===== src/hw/rtl/skst_pkg.sv =====
// Shared types and constants of the sorted key set table.
package skst_pkg;

  localparam int CAPACITY = 64;
  localparam int KEY_W    = 23;
  localparam int CMD_W    = 2;
  localparam int STAT_W   = 2;
  localparam int CNT_W    = $clog2(CAPACITY + 1);
  localparam int IDX_W    = (CAPACITY > 1) ? $clog2(CAPACITY) : 1;

  localparam logic [CMD_W-1:0] CMD_INSERT = 2'd0;
  localparam logic [CMD_W-1:0] CMD_REMOVE = 2'd1;
  localparam logic [CMD_W-1:0] CMD_QUERY  = 2'd2;

  localparam logic [STAT_W-1:0] ST_OK        = 2'd0;
  localparam logic [STAT_W-1:0] ST_FULL      = 2'd1;
  localparam logic [STAT_W-1:0] ST_NOT_FOUND = 2'd2;

  typedef struct packed {
    logic [CMD_W-1:0] command;
    logic [KEY_W-1:0] key;
  } skst_in_t;

  typedef struct packed {
    logic [STAT_W-1:0] status;
    logic              present;
    logic [CNT_W-1:0]  entry_count;
  } skst_out_t;

endpackage


===== src/hw/rtl/skst_core.sv =====
// Key memory with the search, shift and update sequencer.
module skst_core
  import skst_pkg::*;
(
  input  logic      clk_i,
  input  logic      rst_ni,
  input  logic      start_i,
  input  skst_in_t  req_i,
  output logic      busy_o,
  output logic      res_valid_o,
  output skst_out_t res_o,
  input  logic      res_take_i
);

  typedef enum logic [3:0] {
    S_IDLE,
    S_SRCH,
    S_CMP,
    S_CHK,
    S_MV_RD,
    S_MV_WR,
    S_PUT,
    S_RM_RD,
    S_RM_WR,
    S_DONE
  } state_e;

  state_e            state_q;
  logic [CMD_W-1:0]  cmd_q;
  logic [KEY_W-1:0]  key_q;
  logic [CNT_W-1:0]  lo_q, hi_q, ptr_q, count_q;
  logic [STAT_W-1:0] status_q;
  logic              present_q;

  logic [KEY_W-1:0]  mem [CAPACITY];
  logic [KEY_W-1:0]  rd_q;
  logic [IDX_W-1:0]  rd_addr;
  logic              we;
  logic [IDX_W-1:0]  wa;
  logic [KEY_W-1:0]  wd;

  logic [CNT_W-1:0]  mid;
  logic [CNT_W-1:0]  ptr_dec, ptr_inc;
  logic              less;

  assign mid     = lo_q + ((hi_q - lo_q) >> 1);
  assign ptr_dec = ptr_q - CNT_W'(1);
  assign ptr_inc = ptr_q + CNT_W'(1);
  assign less    = (cmd_q == CMD_INSERT) ? (rd_q <= key_q) : (rd_q < key_q);

  always_comb begin
    rd_addr = mid[IDX_W-1:0];
    we      = 1'b0;
    wa      = ptr_q[IDX_W-1:0];
    wd      = rd_q;
    case (state_q)
      S_SRCH: begin
        rd_addr = (lo_q < hi_q) ? mid[IDX_W-1:0] : lo_q[IDX_W-1:0];
      end
      S_MV_RD: rd_addr = ptr_dec[IDX_W-1:0];
      S_RM_RD: rd_addr = ptr_inc[IDX_W-1:0];
      S_MV_WR, S_RM_WR: we = 1'b1;
      S_PUT: begin
        we = 1'b1;
        wa = lo_q[IDX_W-1:0];
        wd = key_q;
      end
      default: ;
    endcase
  end

  always_ff @(posedge clk_i) begin
    if (we) begin
      mem[wa] <= wd;
    end
    rd_q <= mem[rd_addr];
  end

  always_ff @(posedge clk_i or negedge rst_ni) begin
    if (!rst_ni) begin
      state_q   <= S_IDLE;
      count_q   <= '0;
      status_q  <= ST_OK;
      present_q <= 1'b0;
      cmd_q     <= CMD_INSERT;
      key_q     <= '0;
      lo_q      <= '0;
      hi_q      <= '0;
      ptr_q     <= '0;
    end else begin
      case (state_q)
        S_IDLE: begin
          if (start_i) begin
            cmd_q     <= req_i.command;
            key_q     <= req_i.key;
            lo_q      <= '0;
            hi_q      <= count_q;
            status_q  <= ST_OK;
            present_q <= 1'b0;
            if (req_i.command == CMD_INSERT && count_q >= CNT_W'(CAPACITY)) begin
              status_q <= ST_FULL;
              state_q  <= S_DONE;
            end else if (req_i.command == CMD_INSERT || req_i.command == CMD_REMOVE ||
                         req_i.command == CMD_QUERY) begin
              state_q <= S_SRCH;
            end else begin
              state_q <= S_DONE;
            end
          end
        end
        S_SRCH: begin
          if (lo_q < hi_q) begin
            state_q <= S_CMP;
          end else if (cmd_q == CMD_INSERT) begin
            ptr_q   <= count_q;
            state_q <= S_MV_RD;
          end else if (lo_q < count_q) begin
            state_q <= S_CHK;
          end else begin
            if (cmd_q == CMD_REMOVE) begin
              status_q <= ST_NOT_FOUND;
            end
            state_q <= S_DONE;
          end
        end
        S_CMP: begin
          if (less) begin
            lo_q <= mid + CNT_W'(1);
          end else begin
            hi_q <= mid;
          end
          state_q <= S_SRCH;
        end
        S_CHK: begin
          if (cmd_q == CMD_QUERY) begin
            present_q <= (rd_q == key_q);
            state_q   <= S_DONE;
          end else if (rd_q == key_q) begin
            ptr_q   <= lo_q;
            state_q <= S_RM_RD;
          end else begin
            status_q <= ST_NOT_FOUND;
            state_q  <= S_DONE;
          end
        end
        S_MV_RD: begin
          state_q <= (ptr_q > lo_q) ? S_MV_WR : S_PUT;
        end
        S_MV_WR: begin
          ptr_q   <= ptr_dec;
          state_q <= S_MV_RD;
        end
        S_PUT: begin
          count_q <= count_q + CNT_W'(1);
          state_q <= S_DONE;
        end
        S_RM_RD: begin
          if (ptr_inc < count_q) begin
            state_q <= S_RM_WR;
          end else begin
            count_q <= count_q - CNT_W'(1);
            state_q <= S_DONE;
          end
        end
        S_RM_WR: begin
          ptr_q   <= ptr_inc;
          state_q <= S_RM_RD;
        end
        S_DONE: begin
          if (res_take_i) begin
            state_q <= S_IDLE;
          end
        end
        default: state_q <= S_IDLE;
      endcase
    end
  end

  assign busy_o            = (state_q != S_IDLE);
  assign res_valid_o       = (state_q == S_DONE);
  assign res_o.status      = status_q;
  assign res_o.present     = present_q;
  assign res_o.entry_count = count_q;

endmodule


===== src/hw/rtl/sorted_key_set_table_top.sv =====
// Top level of the sorted key set table: handshakes and output register.
//
//  channel  dir  payload     accepted when
//  in       in   skst_in_t   in_valid_i  && !in_stall_o
//  out      out  skst_out_t  out_valid_o && !out_stall_i
//
// An item goes through setup, a binary search over the single registered
// read port of the key memory, a move of each shifted entry on insert or
// remove, the update and the result, and then an idle state in which the
// next transaction is accepted.
// Reset clears the entry count; the key memory is left unwritten.
// A finished result waits in the output register while the next item runs.
module sorted_key_set_table_top
  import skst_pkg::*;
(
  input  logic      clk_i,
  input  logic      rst_ni,
  input  logic      in_valid_i,
  output logic      in_stall_o,
  input  skst_in_t  in_data_i,
  output logic      out_valid_o,
  input  logic      out_stall_i,
  output skst_out_t out_data_o
);

  logic      busy;
  logic      res_valid;
  skst_out_t res;
  logic      res_take;
  logic      out_valid_q;
  skst_out_t out_data_q;

  assign in_stall_o = busy;
  assign res_take   = res_valid && (!out_valid_q || !out_stall_i);

  skst_core u_core (
    .clk_i       (clk_i),
    .rst_ni      (rst_ni),
    .start_i     (in_valid_i && !busy),
    .req_i       (in_data_i),
    .busy_o      (busy),
    .res_valid_o (res_valid),
    .res_o       (res),
    .res_take_i  (res_take)
  );

  always_ff @(posedge clk_i or negedge rst_ni) begin
    if (!rst_ni) begin
      out_valid_q <= 1'b0;
    end else if (res_take) begin
      out_valid_q <= 1'b1;
    end else if (!out_stall_i) begin
      out_valid_q <= 1'b0;
    end
  end

  always_ff @(posedge clk_i) begin
    if (res_take) begin
      out_data_q <= res;
    end
  end

  assign out_valid_o = out_valid_q;
  assign out_data_o  = out_data_q;

`ifndef ASSERT_OFF
  a_count_bound: assert property (@(posedge clk_i) disable iff (!rst_ni)
    out_valid_o |-> out_data_o.entry_count <= CNT_W'(CAPACITY))
    else $error("entry count above capacity");

  a_full_count: assert property (@(posedge clk_i) disable iff (!rst_ni)
    (out_valid_o && out_data_o.status == ST_FULL) |->
      out_data_o.entry_count == CNT_W'(CAPACITY))
    else $error("full status with spare room");

  a_present_ok: assert property (@(posedge clk_i) disable iff (!rst_ni)
    (out_valid_o && out_data_o.present) |-> out_data_o.status == ST_OK)
    else $error("present flag with error status");

  a_busy_after_accept: assert property (@(posedge clk_i) disable iff (!rst_ni)
    (in_valid_i && !in_stall_o) |=> in_stall_o)
    else $error("input not stalled after accepted transaction");
`endif

endmodule


===== config.mk =====
export PLATFORM = sky130hd
export DESIGN_NAME = sorted_key_set_table_top
export DESIGN_NICKNAME = d
export VERILOG_FILES = /design/src/hw/rtl/skst_pkg.sv /design/src/hw/rtl/skst_core.sv /design/src/hw/rtl/sorted_key_set_table_top.sv
export SDC_FILE = /design/constraint.sdc
export NUM_CORES = 2
export LEC_CHECK = 0
export ABC_AREA = 1
export BUFFER_PORTS_ARGS = -buffer_cell sky130_fd_sc_hd__buf_2
export CELL_PAD_IN_SITES_DETAIL_PLACEMENT = 1
export CELL_PAD_IN_SITES_GLOBAL_PLACEMENT = 1
export CORE_MARGIN = 2
export CORE_UTILIZATION = 55
export CTS_CLUSTER_SIZE = 28
export DETAILED_ROUTE_END_ITERATION = 8
export MAX_ROUTING_LAYER = met4
export PLACE_DENSITY_LB_ADDON = 0.1
export SLEW_MARGIN = 20
export SYNTH_ARGS = -nofsm -noshare
export SYNTH_HDL_FRONTEND = slang
export SYNTH_HIERARCHICAL = 1
export SYNTH_SLANG_ARGS = --single-unit
export TNS_END_PERCENT = 5

===== constraint.sdc =====
create_clock -name clk_i -period 12.6 [get_ports clk_i]
set_input_delay 2.52 -clock clk_i [delete_from_list [all_inputs] [get_ports clk_i]]
set_output_delay 2.52 -clock clk_i [all_outputs]
set_load 0.02 [all_outputs]

==> flow_metrics.env <==
export IMPL_vias=52000
export IMPL_cp_max_fo=188
export IMPL_multi_input_area_um2=18500
export IMPL_ctsHoldBuffers=0
export IMPL_register_area_um2=46500
export IMPL_critPathMaxStageDelay_ns=0.89
export IMPL_gp_congestion=0.992
export IMPL_met2_usage_pct=58.6
export IMPL_drc=0
export IMPL_start_kind="register"
export IMPL_synth_most_common_cell="nand3_1"
export IMPL_die_h_um=363
export IMPL_dr_pass1_iters=5
export IMPL_dp_hpwl_um=129000
export IMPL_final_util_pct=61.0
export IMPL_synth_distinct_cells=44
export IMPL_grt_max_degree=189
export IMPL_yosysSeqAreaShare_pct=65.8
export IMPL_syn_nets=6781
export IMPL_max_clock_freq_mhz=151
export IMPL_synth_common_cells="nand3_1, edfxtp_1, nand2_1, inv_1, nand3b_1"
export IMPL_wire_per_inst_um=28.0
export IMPL_grt_met1_usage_pct=46.9
export IMPL_min_path_type="register to register"
export IMPL_cpMostUsedCell="nand3_1"
export IMPL_clock_skew_ns=0.0273
export IMPL_maxCapViolCount=0
export IMPL_fp_coreArea_um2=128000
export IMPL_clk_path_buf_depth=3
export IMPL_synth_edf_count=1482
export IMPL_synthArstFlopShare_pct=3.90
export IMPL_cp_buffers_inverters=3
export IMPL_drv_slew=0
export IMPL_netlist_area_um2=70700
export IMPL_worst_setup_path_type="register to register"
export IMPL_cts_setup_buffers=0
export IMPL_final_setup_tns_ns=0
export IMPL_pin_count=41
export IMPL_port_buffer_count=40
export IMPL_cpLargestDelayFamily="simple AND/OR/NAND/NOR gates"
export IMPL_rsz0062_at_grt="false"
export IMPL_ys_flop_type="edfxtp_1"
export IMPL_cts_resized=0
export IMPL_clock_sinks=1566
export IMPL_root_buffer="clkbuf_16"
export IMPL_h_tree_depth=4
export IMPL_initialDrtViolationCount=6505
export IMPL_holdWs_ns=0.456
export IMPL_grt_pass1_wl_um=348000
export IMPL_worst_skew_pair_late_latency_ns=0.81
export IMPL_syn_mean_instance_area_um2=10.6
export IMPL_via_per_inst=6.16
export IMPL_die_area_um2=131000
export IMPL_drt_total_wl_um=236000
export IMPL_worstMarginPinSlew_ns=1.18
export IMPL_cp_end_kind="register"
export IMPL_cts_reportedPaths_clkPinSlew_ns=0.06
export IMPL_overflow=0
export IMPL_synth_top_cells_by_area="edfxtp_1, nand3_1, nand2_1, inv_1, nand3b_1"
export IMPL_slew_headroom_pct=20.6
export IMPL_start_util_pct=55.4
export IMPL_num_rows=131
export IMPL_antenna_found_initial=10
export IMPL_grt_util_met3_pct=6.02
export IMPL_fillers=13400
export IMPL_track_usage_pct=37.0
export IMPL_fin_crit_sh_pct=52.5
export IMPL_synth_top_area_share_pct=62.9
export IMPL_cts_buffers=166
export IMPL_finalCriticalPeriod_ns=6.62
export IMPL_dieWidth_um=363
export IMPL_required_ns=13.27
export IMPL_synthCells=6686
export IMPL_path_cells="inv_1 -> ha_1 -> nand3_1 -> nand2_1 -> nand2_1 -> nand2_1 -> nand3_1 -> nand2_2 -> nand2_8 -> nand2_8 -> buf_4 -> buf_12 -> nand2_1 -> nand3_1 -> nand3_1 -> nand3_1 -> nand3_1 -> nand3_1 -> nand2_1"
export IMPL_area_growth_pct=10.1
export IMPL_yosys_warnings=6
export IMPL_worst_path_max_delay_cell="buf_4"
export IMPL_arrival_ns=7.29
export IMPL_grt_pass1_vias=54700
export IMPL_cts_tree="done"
export IMPL_busiest_layer="met2"
export IMPL_drive_above_1_share_pct=7.56
export IMPL_hold_viol_final=0
export IMPL_postRouteAntennaNets=0
export IMPL_status="finished clean"
export IMPL_setup_viol=0
export IMPL_yosysTopAreaCell="edfxtp_1"
export IMPL_fin_nets=6731
export IMPL_synth_seq_cells=1566
## metal layers
layer,vias up,part of all wire [%]
met5,-,0
met4,0,5.0
met3,623,9.4
met2,2685,47
met1,26300,38
li1,22400,-
## per-stage QoR
stage | setup slack (ns) | instance area (um^2) | std cells
floorplan | 8.10 | 70700 | 6686
global placement | 6.31 | 72600 | 8128
detailed placement | 6.21 | 72600 | 8129
CTS | 6.21 | 77800 | 8430
global route | 5.70 | 77800 | 8436
finish | 5.98 | 77800 | 8437
## layout by cell type, fill, tap and decap left out, types with 11 or more instances in the layout
cell type,Yosys,final
nand2_1,1260,1259
clkinv_2,0,26
clkinv_1,1,39
buf_2,291,40
edfxtp_1,1482,1482
nor2_1,118,54
nor2_2,2,66
clkbuf_16,0,169
clkbuf_1,49,40
nor3_1,17,17
nand3_1,1546,1546
buf_4,19,122
inv_1,1118,1116
dfxtp_1,23,23
dfrtp_1,61,61
a21oi_1,40,36
o21ai_4,0,22
o21ai_0,94,71
nand4_1,11,11
ha_1,63,63
xor2_1,16,16
nand3b_1,370,370
## kinds of logic (layout without fill, tap and decap cells)
logic type | Yosys count | count (layout) | share of synthesized area, %
simple gates | 3339 | 3339 | 22.6
flops | 1566 | 1566 | 65.8
buf+inv | 1519 | 1602 | 8.82
compound gates | 174 | 174 | 1.36
fa+ha+maj | 66 | 66 | 1.20
xor+xnor | 22 | 22 | 0.273
other cells | 0 | 6 | 0
## cell type report
class | instances | area share, %
Sequential cell | 1566 | 59.7
Inverter | 1130 | 5.49
Antenna cell | 6 | 0.0193
Timing Repair Buffer | 171 | 1.69
Tap cell | 1662 | 2.67
Clock inverter | 84 | 0.904
Multi-Input combinational cell | 3601 | 23.7
Clock buffer | 217 | 5.77
## sequential cells by signal (all words and copies together), names as in the netlist
name and count:
out_data_o 10, out_valid_o 1, u_core/ptr_q 7, u_core/status_q 2, u_core/present_q 1, u_core/key_q 23
u_core/cmd_q 2, u_core/state_q 4, u_core/rd_q 23, u_core/count_q 7, u_core/lo_q 7, u_core/mem 1472
u_core/hi_q 7
## path summary, 6_finish.rpt
path	startpoint	endpoint	slack [ns]	cells after the start
worst max-delay path	u_core/lo_q[1]	u_core/rd_q[20]	5.98	19
worst min-delay path	u_core/status_q[1]	out_data_o[9]	0.46	0
worst max register to register	u_core/lo_q[1]	u_core/rd_q[20]	5.98	19
worst min register to register	u_core/status_q[1]	out_data_o[9]	0.46	0
max in group asynchronous	rst_ni	u_core/key_q[14]	10.13	2
min in group asynchronous	rst_ni	u_core/hi_q[6]	1.90	2
Power is not shown: default switching activity piles up to over one toggle a cycle in this logic, so the estimate is an artifact.
